## config.mk

```make
export PLATFORM = sky130hd
export DESIGN_NAME = baseband_frame_builder
export DESIGN_NICKNAME = d
export VERILOG_FILES = /design/src/hw/rtl/bbfb_pkg.sv /design/src/hw/rtl/bbfb_cfg.sv /design/src/hw/rtl/bbfb_front.sv /design/src/hw/rtl/bbfb_emit.sv /design/src/hw/rtl/baseband_frame_builder.sv
export VERILOG_INCLUDE_DIRS = /design/src /design/src/hw/rtl
export SDC_FILE = /design/constraint.sdc
export NUM_CORES = 1
export LEC_CHECK = 0
export ABC_AREA = 1
export BUFFER_PORTS_ARGS = -buffer_cell sky130_fd_sc_hd__buf_2
export CAP_MARGIN = 20
export CORE_MARGIN = 2
export CORE_UTILIZATION = 45
export DETAILED_ROUTE_END_ITERATION = 8
export SYNTH_ARGS = -nofsm -noshare
export SYNTH_HDL_FRONTEND = slang
export SYNTH_HIERARCHICAL = 1
export SYNTH_SLANG_ARGS = --single-unit
```

## constraint.sdc

```tcl
create_clock -name i_clk -period 3.4 [get_ports i_clk]
set_input_delay 0.68 -clock i_clk [delete_from_list [all_inputs] [get_ports i_clk]]
set_output_delay 0.68 -clock i_clk [all_outputs]
set_load 0.005 [all_outputs]
```

## src/hw/rtl/assert_macros.svh

```systemverilog
// assertion helpers shared by the rtl
`ifndef ASSERT_MACROS_SVH
`define ASSERT_MACROS_SVH

// same-cycle implication, disabled while reset is asserted
`define ASSERT_IMPLY(lbl, clk, rst_n, ante, cons) \
    lbl: assert property (@(posedge clk) disable iff (!(rst_n)) (ante) |-> (cons)) \
        else $error("implication check failed");

// next-cycle implication, disabled while reset is asserted
`define ASSERT_NEXT(lbl, clk, rst_n, ante, cons) \
    lbl: assert property (@(posedge clk) disable iff (!(rst_n)) (ante) |=> (cons)) \
        else $error("next-cycle check failed");

`endif

```

## src/hw/rtl/bbfb_pkg.sv

```systemverilog
// ----------------------------------------------------------------------------
// bbfb_pkg
// types, constants and helper functions of the baseband frame builder
// ----------------------------------------------------------------------------
`timescale 1ns / 1ps
`default_nettype none

package bbfb_pkg;

    localparam int HEADER_BYTES = 10;
    localparam int HIDX_W       = 4;
    localparam int FIELD_W      = 13;
    localparam int ADDR_W       = 5;
    localparam int DATA_W       = 32;

    localparam logic [14:0] PRBS_SEED     = 15'h4A80;
    localparam logic [7:0]  FIRST_PKT_CRC = 8'h47;
    localparam logic [7:0]  CRC_POLY_REF  = 8'h8C;
    localparam logic [15:0] SYNCD_NONE    = 16'hFFFF;

    // header byte positions
    localparam logic [HIDX_W-1:0] H_MATYPE_HI = 4'd0;
    localparam logic [HIDX_W-1:0] H_MATYPE_LO = 4'd1;
    localparam logic [HIDX_W-1:0] H_UPL_HI    = 4'd2;
    localparam logic [HIDX_W-1:0] H_UPL_LO    = 4'd3;
    localparam logic [HIDX_W-1:0] H_DFL_HI    = 4'd4;
    localparam logic [HIDX_W-1:0] H_DFL_LO    = 4'd5;
    localparam logic [HIDX_W-1:0] H_SYNC      = 4'd6;
    localparam logic [HIDX_W-1:0] H_SYNCD_HI  = 4'd7;
    localparam logic [HIDX_W-1:0] H_SYNCD_LO  = 4'd8;
    localparam logic [HIDX_W-1:0] H_CRC       = 4'd9;
    localparam logic [HIDX_W-1:0] H_DONE      = 4'd10;

    typedef enum logic [2:0] {
        REG_MATYPE = 3'd0,
        REG_UPL    = 3'd1,
        REG_DFB    = 3'd2,
        REG_SYNC   = 3'd3,
        REG_SCRAM  = 3'd4
    } t_reg_idx;

    typedef struct packed {
        logic [15:0]        mode_type_word;
        logic [15:0]        packet_length_bits;
        logic [FIELD_W-1:0] data_field_bytes;
        logic [7:0]         sync_byte_value;
        logic               scramble_enable;
    } t_cfg;

    // one accepted stream byte after packet processing
    typedef struct packed {
        logic [7:0]  data;
        logic        first;
        logic        last;
        logic [15:0] syncd;
    } t_job;

    typedef struct packed {
        logic [7:0]  scr;
        logic [14:0] state;
    } t_prbs_out;

    // reflected crc-8, one byte
    function automatic logic [7:0] crc8_byte(input logic [7:0] crc, input logic [7:0] b);
        logic [7:0] c;
        c = crc ^ b;
        for (int i = 0; i < 8; i++) begin
            c = c[0] ? ((c >> 1) ^ CRC_POLY_REF) : (c >> 1);
        end
        return c;
    endfunction

    // eight steps of 1+x^14+x^15, msb first
    function automatic t_prbs_out prbs_byte(input logic [14:0] st);
        t_prbs_out r;
        logic      bit_v;
        r.state = st;
        r.scr   = '0;
        for (int i = 0; i < 8; i++) begin
            bit_v   = r.state[0] ^ r.state[1];
            r.scr   = {r.scr[6:0], bit_v};
            r.state = {bit_v, r.state[14:1]};
        end
        return r;
    endfunction

endpackage

`default_nettype wire

```

## src/hw/rtl/bbfb_cfg.sv

```systemverilog
// ----------------------------------------------------------------------------
// bbfb_cfg
// apb register file holding the frame header and scrambler settings
// ----------------------------------------------------------------------------
`timescale 1ns / 1ps
`default_nettype none

module bbfb_cfg (
    input  wire logic                        i_clk,
    input  wire logic                        i_rst_n,
    input  wire logic                        psel,
    input  wire logic                        penable,
    input  wire logic                        pwrite,
    input  wire logic [bbfb_pkg::ADDR_W-1:0] paddr,
    input  wire logic [bbfb_pkg::DATA_W-1:0] pwdata,
    output logic      [bbfb_pkg::DATA_W-1:0] prdata,
    output bbfb_pkg::t_cfg                   o_cfg
);
    import bbfb_pkg::*;

    t_cfg     r_cfg;
    t_reg_idx w_idx;
    logic     w_wr;

    assign w_idx = t_reg_idx'(paddr[4:2]);
    assign w_wr  = psel && penable && pwrite;
    assign o_cfg = r_cfg;

    always_ff @(posedge i_clk) begin
        if (!i_rst_n) begin
            r_cfg.mode_type_word     <= 16'd65500;
            r_cfg.packet_length_bits <= 16'd1504;
            r_cfg.data_field_bytes   <= 13'd1991;
            r_cfg.sync_byte_value    <= 8'd71;
            r_cfg.scramble_enable    <= 1'b1;
        end else if (w_wr) begin
            case (w_idx)
                REG_MATYPE: r_cfg.mode_type_word     <= pwdata[15:0];
                REG_UPL:    r_cfg.packet_length_bits <= pwdata[15:0];
                REG_DFB:    r_cfg.data_field_bytes   <= pwdata[FIELD_W-1:0];
                REG_SYNC:   r_cfg.sync_byte_value    <= pwdata[7:0];
                REG_SCRAM:  r_cfg.scramble_enable    <= pwdata[0];
                default:    ;
            endcase
        end
    end

    always_comb begin
        case (w_idx)
            REG_MATYPE: prdata = {16'd0, r_cfg.mode_type_word};
            REG_UPL:    prdata = {16'd0, r_cfg.packet_length_bits};
            REG_DFB:    prdata = {{(DATA_W-FIELD_W){1'b0}}, r_cfg.data_field_bytes};
            REG_SYNC:   prdata = {24'd0, r_cfg.sync_byte_value};
            REG_SCRAM:  prdata = {31'd0, r_cfg.scramble_enable};
            default:    prdata = '0;
        endcase
    end

endmodule

`default_nettype wire

```

## src/hw/rtl/bbfb_front.sv

```systemverilog
// ----------------------------------------------------------------------------
// bbfb_front
// packet counting, sync byte crc replacement and frame position tracking
// ----------------------------------------------------------------------------
`timescale 1ns / 1ps
`default_nettype none

module bbfb_front #(
    parameter int PACKET_BYTES = 188
) (
    input  wire logic           i_clk,
    input  wire logic           i_rst_n,
    input  bbfb_pkg::t_cfg      i_cfg,
    input  wire logic           i_valid,
    input  wire logic [7:0]     i_byte,
    output logic                o_ready,
    output bbfb_pkg::t_job      o_job,
    output logic                o_job_valid,
    input  wire logic           i_job_take
);
    import bbfb_pkg::*;

    localparam int PP_W = (PACKET_BYTES > 2) ? $clog2(PACKET_BYTES) : 1;

    logic [PP_W-1:0]    r_pp, n_pp;
    logic [FIELD_W-1:0] r_field, n_field;
    logic [7:0]         r_crc, n_crc;
    logic [7:0]         r_prev_crc, n_prev_crc;
    t_job               r_job, n_job;
    logic               r_job_valid;

    logic               w_acc;
    logic [FIELD_W-1:0] w_len;
    logic [PP_W:0]      w_rem;
    logic [7:0]         w_crc_new;
    logic               w_pkt_start;
    logic               w_pkt_end;

    assign o_ready     = !r_job_valid || i_job_take;
    assign w_acc       = i_valid && o_ready;
    assign o_job       = r_job;
    assign o_job_valid = r_job_valid;

    always_comb begin
        w_len       = (i_cfg.data_field_bytes == '0) ? FIELD_W'(1) : i_cfg.data_field_bytes;
        w_pkt_start = (r_pp == '0);
        w_pkt_end   = (r_pp == PP_W'(PACKET_BYTES - 1));
        w_rem       = (PP_W+1)'(PACKET_BYTES) - {1'b0, r_pp};

        n_job.first = (r_field == '0);
        n_job.data  = w_pkt_start ? r_prev_crc : i_byte;
        if (w_pkt_start) begin
            n_job.syncd = '0;
        end else if (FIELD_W'(w_rem) < w_len) begin
            n_job.syncd = 16'({w_rem, 3'b000});
        end else begin
            n_job.syncd = SYNCD_NONE;
        end

        w_crc_new = crc8_byte(w_pkt_start ? 8'h00 : r_crc, n_job.data);
        if (w_pkt_end) begin
            n_prev_crc = w_crc_new;
            n_crc      = '0;
            n_pp       = '0;
        end else begin
            n_prev_crc = r_prev_crc;
            n_crc      = w_crc_new;
            n_pp       = r_pp + PP_W'(1);
        end

        n_job.last = (({1'b0, r_field} + (FIELD_W+1)'(1)) >= {1'b0, w_len});
        n_field    = n_job.last ? '0 : r_field + FIELD_W'(1);
    end

    always_ff @(posedge i_clk) begin
        if (!i_rst_n) begin
            r_pp        <= '0;
            r_field     <= '0;
            r_crc       <= '0;
            r_prev_crc  <= FIRST_PKT_CRC;
            r_job_valid <= 1'b0;
        end else begin
            if (w_acc) begin
                r_pp       <= n_pp;
                r_field    <= n_field;
                r_crc      <= n_crc;
                r_prev_crc <= n_prev_crc;
            end
            if (o_ready) begin
                r_job_valid <= i_valid;
            end
        end
    end

    always_ff @(posedge i_clk) begin
        if (w_acc) begin
            r_job <= n_job;
        end
    end

endmodule

`default_nettype wire

```

## src/hw/rtl/bbfb_emit.sv

```systemverilog
// ----------------------------------------------------------------------------
// bbfb_emit
// header generation, prbs scrambling and output register
// ----------------------------------------------------------------------------
`timescale 1ns / 1ps
`default_nettype none

module bbfb_emit (
    input  wire logic       i_clk,
    input  wire logic       i_rst_n,
    input  bbfb_pkg::t_cfg  i_cfg,
    input  bbfb_pkg::t_job  i_job,
    input  wire logic       i_job_valid,
    output logic            o_job_take,
    output logic            o_valid,
    input  wire logic       i_ready,
    output logic [7:0]      o_frame_byte,
    output logic            o_is_header,
    output logic            o_frame_first,
    output logic            o_frame_last,
    output logic            o_run_last
);
    import bbfb_pkg::*;

    logic [HIDX_W-1:0]  r_hidx, n_hidx;
    logic [14:0]        r_prbs;
    logic [7:0]         r_hcrc, n_hcrc;
    logic               r_valid;
    logic [7:0]         r_byte;
    logic               r_hdr, r_first, r_last, r_rlast;

    logic               w_adv;
    logic               w_emit;
    logic               w_hdr;
    logic [FIELD_W-1:0] w_len;
    logic [15:0]        w_dfl;
    logic [7:0]         w_hbyte;
    logic [7:0]         w_byte;
    t_prbs_out          w_prbs;

    assign w_adv      = !r_valid || i_ready;
    assign w_emit     = w_adv && i_job_valid;
    assign w_hdr      = i_job.first && (r_hidx != H_DONE);
    assign o_job_take = w_emit && !w_hdr;

    always_comb begin
        w_len = (i_cfg.data_field_bytes == '0) ? FIELD_W'(1) : i_cfg.data_field_bytes;
        w_dfl = {w_len, 3'b000};
        case (r_hidx)
            H_MATYPE_HI: w_hbyte = i_cfg.mode_type_word[15:8];
            H_MATYPE_LO: w_hbyte = i_cfg.mode_type_word[7:0];
            H_UPL_HI:    w_hbyte = i_cfg.packet_length_bits[15:8];
            H_UPL_LO:    w_hbyte = i_cfg.packet_length_bits[7:0];
            H_DFL_HI:    w_hbyte = w_dfl[15:8];
            H_DFL_LO:    w_hbyte = w_dfl[7:0];
            H_SYNC:      w_hbyte = i_cfg.sync_byte_value;
            H_SYNCD_HI:  w_hbyte = i_job.syncd[15:8];
            H_SYNCD_LO:  w_hbyte = i_job.syncd[7:0];
            default:     w_hbyte = r_hcrc;
        endcase

        // prbs restarts on the first header byte of every frame
        w_prbs = prbs_byte((w_hdr && r_hidx == H_MATYPE_HI) ? PRBS_SEED : r_prbs);
        w_byte = (w_hdr ? w_hbyte : i_job.data)
               ^ (w_prbs.scr & {8{i_cfg.scramble_enable}});

        n_hcrc = crc8_byte((r_hidx == H_MATYPE_HI) ? 8'h00 : r_hcrc, w_hbyte);
        n_hidx = w_hdr ? r_hidx + HIDX_W'(1) : '0;
    end

    always_ff @(posedge i_clk) begin
        if (!i_rst_n) begin
            r_hidx  <= '0;
            r_prbs  <= PRBS_SEED;
            r_valid <= 1'b0;
        end else begin
            if (w_emit) begin
                r_hidx <= n_hidx;
                r_prbs <= w_prbs.state;
            end
            if (w_adv) begin
                r_valid <= i_job_valid;
            end
        end
    end

    always_ff @(posedge i_clk) begin
        if (w_emit) begin
            r_byte  <= w_byte;
            r_hdr   <= w_hdr;
            r_first <= w_hdr && (r_hidx == H_MATYPE_HI);
            r_last  <= !w_hdr && i_job.last;
            r_rlast <= !w_hdr;
            if (w_hdr && r_hidx != H_CRC) begin
                r_hcrc <= n_hcrc;
            end
        end
    end

    assign o_valid       = r_valid;
    assign o_frame_byte  = r_byte;
    assign o_is_header   = r_hdr;
    assign o_frame_first = r_first;
    assign o_frame_last  = r_last;
    assign o_run_last    = r_rlast;

endmodule

`default_nettype wire

```

## src/hw/rtl/baseband_frame_builder.sv

```systemverilog
// path: an accepted stream byte passes the front job register and then the emit output
//   register; when the byte opens a frame, the ten header bytes go out first
// throughput: one output byte per cycle from the output register while i_ready is high;
//   a frame-opening byte holds the input until its header bytes have been sent
// reset: synchronous active low; clears packet, field, crc and prbs state and
//   loads the register defaults; pready is always high
`timescale 1ns / 1ps
`default_nettype none
`include "assert_macros.svh"

// ----------------------------------------------------------------------------
// baseband_frame_builder
// packs 188-byte stream packets into scrambled baseband frames with header
// ----------------------------------------------------------------------------
module baseband_frame_builder #(
    parameter int PACKET_BYTES = 188
) (
    input  wire logic        i_clk,
    input  wire logic        i_rst_n,
    // configuration port
    input  wire logic        psel,
    input  wire logic        penable,
    input  wire logic        pwrite,
    input  wire logic [4:0]  paddr,
    input  wire logic [31:0] pwdata,
    output logic      [31:0] prdata,
    output logic             pready,
    // stream input
    input  wire logic        i_valid,
    output logic             o_ready,
    input  wire logic [7:0]  i_stream_byte,
    // frame output
    output logic             o_valid,
    input  wire logic        i_ready,
    output logic [7:0]       o_frame_byte,
    output logic             o_is_header,
    output logic             o_frame_first,
    output logic             o_frame_last,
    output logic             o_run_last
);
    import bbfb_pkg::*;

    t_cfg w_cfg;
    t_job w_job;
    logic w_job_valid;
    logic w_job_take;

    assign pready = 1'b1;

    // register file, written on the access phase of an apb transaction
    bbfb_cfg u_cfg (
        .i_clk   (i_clk),
        .i_rst_n (i_rst_n),
        .psel    (psel),
        .penable (penable),
        .pwrite  (pwrite),
        .paddr   (paddr),
        .pwdata  (pwdata),
        .prdata  (prdata),
        .o_cfg   (w_cfg)
    );

    // input register stage: sync byte replacement, packet crc, syncd, frame position
    bbfb_front #(
        .PACKET_BYTES (PACKET_BYTES)
    ) u_front (
        .i_clk       (i_clk),
        .i_rst_n     (i_rst_n),
        .i_cfg       (w_cfg),
        .i_valid     (i_valid),
        .i_byte      (i_stream_byte),
        .o_ready     (o_ready),
        .o_job       (w_job),
        .o_job_valid (w_job_valid),
        .i_job_take  (w_job_take)
    );

    // result register stage: header bytes, header crc, prbs scrambling
    bbfb_emit u_emit (
        .i_clk         (i_clk),
        .i_rst_n       (i_rst_n),
        .i_cfg         (w_cfg),
        .i_job         (w_job),
        .i_job_valid   (w_job_valid),
        .o_job_take    (w_job_take),
        .o_valid       (o_valid),
        .i_ready       (i_ready),
        .o_frame_byte  (o_frame_byte),
        .o_is_header   (o_is_header),
        .o_frame_first (o_frame_first),
        .o_frame_last  (o_frame_last),
        .o_run_last    (o_run_last)
    );

    // a frame start is always a header byte and never the end of a run
    `ASSERT_IMPLY(a_first_is_header, i_clk, i_rst_n,
        o_valid && o_frame_first, o_is_header && !o_run_last && !o_frame_last)
    // frame end only on the data byte of a run
    `ASSERT_IMPLY(a_last_on_data, i_clk, i_rst_n,
        o_valid && o_frame_last, o_run_last && !o_is_header)
    // header bytes are followed without a gap by the rest of the run
    `ASSERT_NEXT(a_header_run_continues, i_clk, i_rst_n,
        o_valid && i_ready && o_is_header, o_valid && !o_frame_first)

endmodule

`default_nettype wire
```

== Yosys cells after proc, flatten, opt, wreduce, memory -nomap -nowiden ==
Cells that the tools add are included.

* Bits in registers: 158
* Bits of input ports: 52
* Output and inout port bits: 47

* Add/sub/neg operators: 5
* $lt $le $gt $ge: 2
* Eq/ne operators: 15
* Muxes and demuxes: 29
* Bitwise logic cells: 28
* Reductions and logical operators: 26

{| class="wikitable"
|+ Operators with widths
! operator !! number
|-
| two-way mux 8 bit || 21
|-
| case mux 16 bit (5 select lines) || 1
|-
| case mux 8 bit (9 select lines) || 1
|-
| inverter 2 -> 3 bit || 16
|-
| zero test 13 bit || 2
|-
| two-way mux 13 bit || 2
|-
| bitwise XOR 8 bit || 3
|-
| == test 4 x 3 -> 1 bit, second input constant || 4
|-
| two-way mux 16 bit || 1
|-
| two-way mux 15 bit || 1
|-
| adder 13 x 1 -> 14 bit, second input constant || 1
|-
| greater-or-equal comparator 14 x 13 -> 1 bit || 1
|-
| AND reduction 2 bit || 7
|-
| adder 13 x 1 -> 13 bit, second input constant || 1
|-
| less-than comparator 9 x 13 -> 1 bit || 1
|-
| logical AND 1 bit || 9
|-
| subtractor 8 x 8 -> 9 bit, first input constant || 1
|-
| adder 8 x 1 -> 8 bit, second input constant || 1
|-
| bitwise AND 8 bit || 1
|-
| == test 4 x 2 -> 1 bit, second input constant || 2
|-
| == test 8 bit, second input constant || 1
|-
| zero test 8 bit || 1
|-
| two-way mux 4 bit || 2
|-
| != test 4 bit, second input constant || 2
|-
| 11 further kinds || 22
|}

== Depth between registers and ports, before layout ==
* Word-level depth: 20
* Mapped depth: 19
* Mapped depth without buffers: 19

== Modules after synthesis ==
Netlist, hierarchy kept.

{| class="wikitable"
|+ Modules (own cells, without submodules)
! module !! instances !! cells an instance !! area each (um^2) !! seq. area each (um^2)
|-
| bbfb_front || 1 || 538 || 3903.7 || 1361.3
|-
| bbfb_emit || 1 || 505 || 3300.7 || 1001.0
|-
| bbfb_cfg || 1 || 412 || 2755.1 || 1081.0
|-
| baseband_frame_builder || 1 || 2 || 11.3 || 0.0
|}

== Worst setup path before layout ==
No wires, ideal clock.

* Path type: reg-to-reg
* Start point: reg u_emit.r_hidx[0]
* End point: reg u_front.r_prev_crc[3]
* Library setup time: 0.117 ns
* Arrival time: 2.756 ns
* Data required time: 3.283 ns
* Path slack: 0.527 ns
* Stages on the path, launching flop included: 17
* Path buffers: 2
* Clock period less this slack: 2.873 ns
* Cell sequence: dfxtp_1 inv_1 ha_1 buf_2 nand3_1 nand2_2 inv_1 buf_2 nor2_1 inv_1 nand2_1 nand2_1 inv_1 nand3_1 nand2_1 inv_1 a22o_1

* Cells in the longest elaborated chain, start to end: 7

{| class="wikitable"
|+ Ends and longest elaborated chain
! element !! line !! source
|-
| from (decl) || bbfb_emit.sv:25 || <nowiki>logic [HIDX_W-1:0] r_hidx, n_hidx;</nowiki>
|-
| from (signal assigned) || bbfb_emit.sv:78 || <nowiki>r_hidx <= n_hidx;</nowiki>
|-
| != test 4 bit || bbfb_emit.sv:43 || <nowiki>assign w_hdr = i_job.first && (r_hidx != H_DONE);</nowiki>
|-
| logical AND 1 bit || bbfb_emit.sv:43 ||
|-
| named net u_emit.w_hdr || bbfb_emit.sv:34 || <nowiki>logic w_hdr;</nowiki>
|-
| zero test 1 bit || bbfb_emit.sv:44 || <nowiki>assign o_job_take = w_emit && !w_hdr;</nowiki>
|-
| logical AND 1 bit || bbfb_emit.sv:44 ||
|-
| named net w_job_take || baseband_frame_builder.sv:46 || <nowiki>logic w_job_take;</nowiki>
|-
| logical OR 1 bit || bbfb_front.sv:39 || <nowiki>assign o_ready = !r_job_valid || i_job_take;</nowiki>
|-
| named net o_ready || baseband_frame_builder.sv:30 || <nowiki>output logic o_ready,</nowiki>
|-
| logical AND 1 bit || bbfb_front.sv:40 || <nowiki>assign w_acc = i_valid && o_ready;</nowiki>
|-
| named net u_front.w_acc || bbfb_front.sv:32 || <nowiki>logic w_acc;</nowiki>
|-
| AND reduction 2 bit (no source line) || -- ||
|-
| to (signal assigned) || bbfb_front.sv:87 || <nowiki>r_prev_crc <= n_prev_crc;</nowiki>
|-
| to (decl) || bbfb_front.sv:28 || <nowiki>logic [7:0] r_prev_crc, n_prev_crc;</nowiki>
|}

The timed path passes the listed nets, and every way through them passes these cells.
A chain may end at the register's enable or synchronous reset.

== Worst setup path in the final report ==
* Start point: reg u_front.r_field[0]
* End point: reg u_front.r_field[2]

* Cells in the longest elaborated chain, start to end: 3
* Elaborated cells on any way between the ends: 4
* Classes of those cells: 2 x add/sub; 1 x order compare; 1 x mux

{| class="wikitable"
|+ Ends and longest elaborated chain
! element !! line !! source
|-
| from (decl) || bbfb_front.sv:26 || <nowiki>logic [FIELD_W-1:0] r_field, n_field;</nowiki>
|-
| from (signal assigned) || bbfb_front.sv:85 || <nowiki>r_field <= n_field;</nowiki>
|-
| adder 13 x 1 -> 14 bit || bbfb_front.sv:71 || <nowiki>n_job.last = (({1'b0, r_field} + (FIELD_W+1)'(1)) >= {1'b0, w_len});</nowiki>
|-
| greater-or-equal comparator 14 x 13 -> 1 bit || bbfb_front.sv:71 ||
|-
| two-way mux 13 bit * || bbfb_front.sv:72 || <nowiki>n_field = n_job.last ? '0 : r_field + FIELD_W'(1);</nowiki>
|}

Mark *: on every way between the ends. The rest lies on a longest branch, timed or not.

==> flow_summary.json <==
{
  "maxSlewHeadroom_pct": 52.7,
  "synthCells": 1457,
  "cts_hold_buf": 0,
  "cts_tree": "done",
  "drive_above_1_share_pct": 13.1,
  "synth.top_cells.by_area": "dfxtp_1, nand2_1, edfxtp_1",
  "port_buffers": 63,
  "dr.pass1.iters": 6,
  "tightest_slew_ns": 0.702,
  "rsz0062_at_grt": "false",
  "synth_area_leader_cell": "dfxtp_1",
  "drv_cap": 0,
  "skew_ns": 0.0196,
  "pre_cts_slack_ns": 0.415,
  "hold_viol": 0,
  "n_antenna_cell": 0,
  "ys_seq_area_share_pct": 34.5,
  "drt_iter0_drc": 636,
  "crit_type": "register to register",
  "grt_remaining_overflow": 0,
  "synth_top_cell_area_share_pct": 22.5,
  "wirelength_um": 27100,
  "area_delta_synth_final_pct": 9.11,
  "nFillCells": 2221,
  "drv_slew": 0,
  "crit_fanout": 14,
  "hpwl_um": 19800,
  "coreArea_mm2": 0.0218,
  "cts_inserted_buffers": 17,
  "critical_path_required_ns": 3.71,
  "synth-seq-cells": 152,
  "critPathCaptureType": "register",
  "use_met1_pct": 31.2,
  "arrival_ns": 3.27,
  "fp.dieW_um": 153,
  "viasPerCell": 5.15,
  "slowest_delay_ns": 0.37,
  "clkLatencyLatePin_ns": 0.44,
  "peakVddDrop_mv": 0.255,
  "hp-class": "register to register",
  "grt-busiest-layer": "met2",
  "nNetsFinal": 1577,
  "antenna_found_initial": 0,
  "p_leak_nw": 5.28,
  "die_y_um": 153,
  "htree_num_levels": 4,
  "rows": 54,
  "status": "completed",
  "cts_setup_buffers": 0,
  "grt_util_met2_pct": 38.1,
  "crit_buf_inv": 1,
  "cp_cell_sequence": "ha_1 -> nand2_1 -> nor3_1 -> nand2_1 -> nor2_1 -> nand4_1 -> xor2_1 -> inv_1 -> ha_1 -> o21ai_1 -> nor3_1 -> nand2_1 -> nand4_1 -> a21oi_1",
  "startpoint_type": "register",
  "cts_sinks": 152,
  "period_minus_slack_ns": 2.97,
  "gp_congestion": 0.906,
  "grt_pass1_vias": 8523,
  "grt_pass1_wl_um": 44000,
  "postSynthAreaPerCell_um2": 6.84,
  "synth.distinct_cells": 57,
  "drc_errors": 0,
  "cts-resized-gates": 0,
  "gr-usage-all-layers_pct": 23.4,
  "clock-root-buffer": "clkbuf_16",
  "period_share_pct": 87.2,
  "synth.cell_area_mm2": 0.00997,
  "met3_usage_pct": 3.77,
  "die_area_mm2": 0.0234,
  "cts_buffer_depth": 2,
  "start_util_pct": 45.8,
  "ys_warn_count": 6,
  "finalWorstSetupSlack_ns": 0.434,
  "vias": 9227,
  "grt_max_degree": 56,
  "pwr_density_cell_mw_per_mm2": 457,
  "crit_path_frequent_cell": "nand2_1",
  "ant_nets": 0,
  "slowest_stage": "dfxtp_1",
  "finalSetupViolCount": 0,
  "detail_route.wl_per_cell_um": 15.1,
  "whs_ns": 0.459,
  "clkSlewWorstSetupHoldPaths_ns": 0.07,
  "ioPinCount": 99,
  "fmax_ghz": 0.337,
  "path_delay_family": "simple AND/OR/NAND/NOR gates",
  "postLayoutCoreUtil_pct": 50.0,
  "fin_setup_tns_ns": 0
}
[path summary, 6_finish.rpt]
| check | from | end | slack [ns] | cells past startpoint |
|---|---|---|---|---|
| setup / recovery | u_front/r_field[0] | u_front/r_field[2] | 0.43 | 14 |
| hold / removal | u_front/r_prev_crc[1] | u_front/r_prev_crc[1] | 0.46 | 2 |
| setup reg to reg | u_front/r_field[0] | u_front/r_field[2] | 0.43 | 14 |
| hold reg to reg | u_front/r_prev_crc[1] | u_front/r_prev_crc[1] | 0.46 | 2 |
[per-layer routing]
metal	vias to the layer above	wire length [µm]
li1	4728	-
met3	48	1340
met1	4199	12600
met4	0	811
met2	252	12300
met5	-	0
[where the power goes]
part           internal [mW]  switching [mW]  total, mW
combinational          0.347           0.677       1.02
sequential              1.99          0.0647       2.06
clock                   1.02           0.866       1.88
[placed cells by master, fill, tap and decap left out, types with 12 or more instances in the layout]
master / n
edfxtp_1: 40
inv_1: 152
o21ai_0: 28
ha_1: 27
conb_1: 17
nand2_1: 449
nor3_1: 13
clkbuf_16: 18
nand3_1: 144
a21oi_1: 57
nand2_2: 23
nand4_1: 41
buf_2: 63
inv_2: 12
nor2_1: 148
xor2_1: 30
buf_4: 15
nor2_4: 13
dfxtp_1: 112
[cell usage after synthesis, drive strengths merged]
library cell,count
nand2,478
nor3b,3
a22oi,1
a221oi,1
o21ai,36
buf,56
nand3,153
xnor2,9
nand4,42
inv,167
nor4,4
clkbuf,15
nor3,17
a211oi,5
o2111ai,1
o31ai,1
and3,1
a22o,1
nand3b,2
o211ai,3
or2,4
xor2,31
o221ai,2
a21oi,60
o311ai,1
o21a,1
conb,2
clkinv,3
edfxtp,40
dfxtp,112
a31oi,5
nor2,170
o22ai,3
ha,27
[through the flow]
step	cell area, µm²	total power, mW	std cells
detailed placement	10300	3.12	1759
global placement	10300	3.10	1759
global route	10900	5.24	1791
floorplan	10000	2.88	1472
CTS	10900	5.01	1791
finish	10900	4.97	1791
[worst register-to-register path: stages (launching register included)]
cell	delay [ns]
dfxtp_1	0.37
ha_1	0.19
nand2_1	0.10
nor3_1	0.28
nand2_1	0.16
nor2_1	0.15
nand4_1	0.11
xor2_1	0.20
inv_1	0.07
ha_1	0.27
o21ai_1	0.09
nor3_1	0.21
nand2_1	0.36
nand4_1	0.23
a21oi_1	0.07
[area by class of cell]
class                      instances  area (µm²)  share of cell area, %
multi-input combinational       1079        5430                   49.9
sequential                       152        3440                   31.7
inverter                         170         647                   5.95
clock buffer                      19         454                   4.17
timing repair buffer              78         428                   3.93
tap                              280         350                   3.22
clock inverter                    13         130                   1.20
[sequential cells by signal, summed over array words and instances (netlist names)]
signal	cells
u_cfg/o_cfg	54
u_front/o_job	20
u_emit/r_prbs	15
u_front/r_field	13
u_emit/o_frame_byte	8
u_emit/r_hcrc	8
u_front/r_crc	8
u_front/r_pp	8
u_front/r_prev_crc	8
u_emit/r_hidx	4
u_emit/o_frame_first	1
u_emit/o_frame_last	1
u_emit/o_is_header	1
u_emit/o_run_last	1
u_emit/o_valid	1
u_front/o_job_valid	1
[cells by family (layout without fill, tap and decap cells)]
group	after synthesis	after routing	share of synthesized area (%)
AOI/OAI and AO/OA	121	121	6.86
xor gates and xnor gates	40	40	3.78
adders and majority gates	27	27	3.39
buffers and inverters	241	280	11.6
DFF	152	152	34.5
other	2	17	0.0753
and+or+nand+nor	874	874	39.8
(Power assumes the default switching activity.)
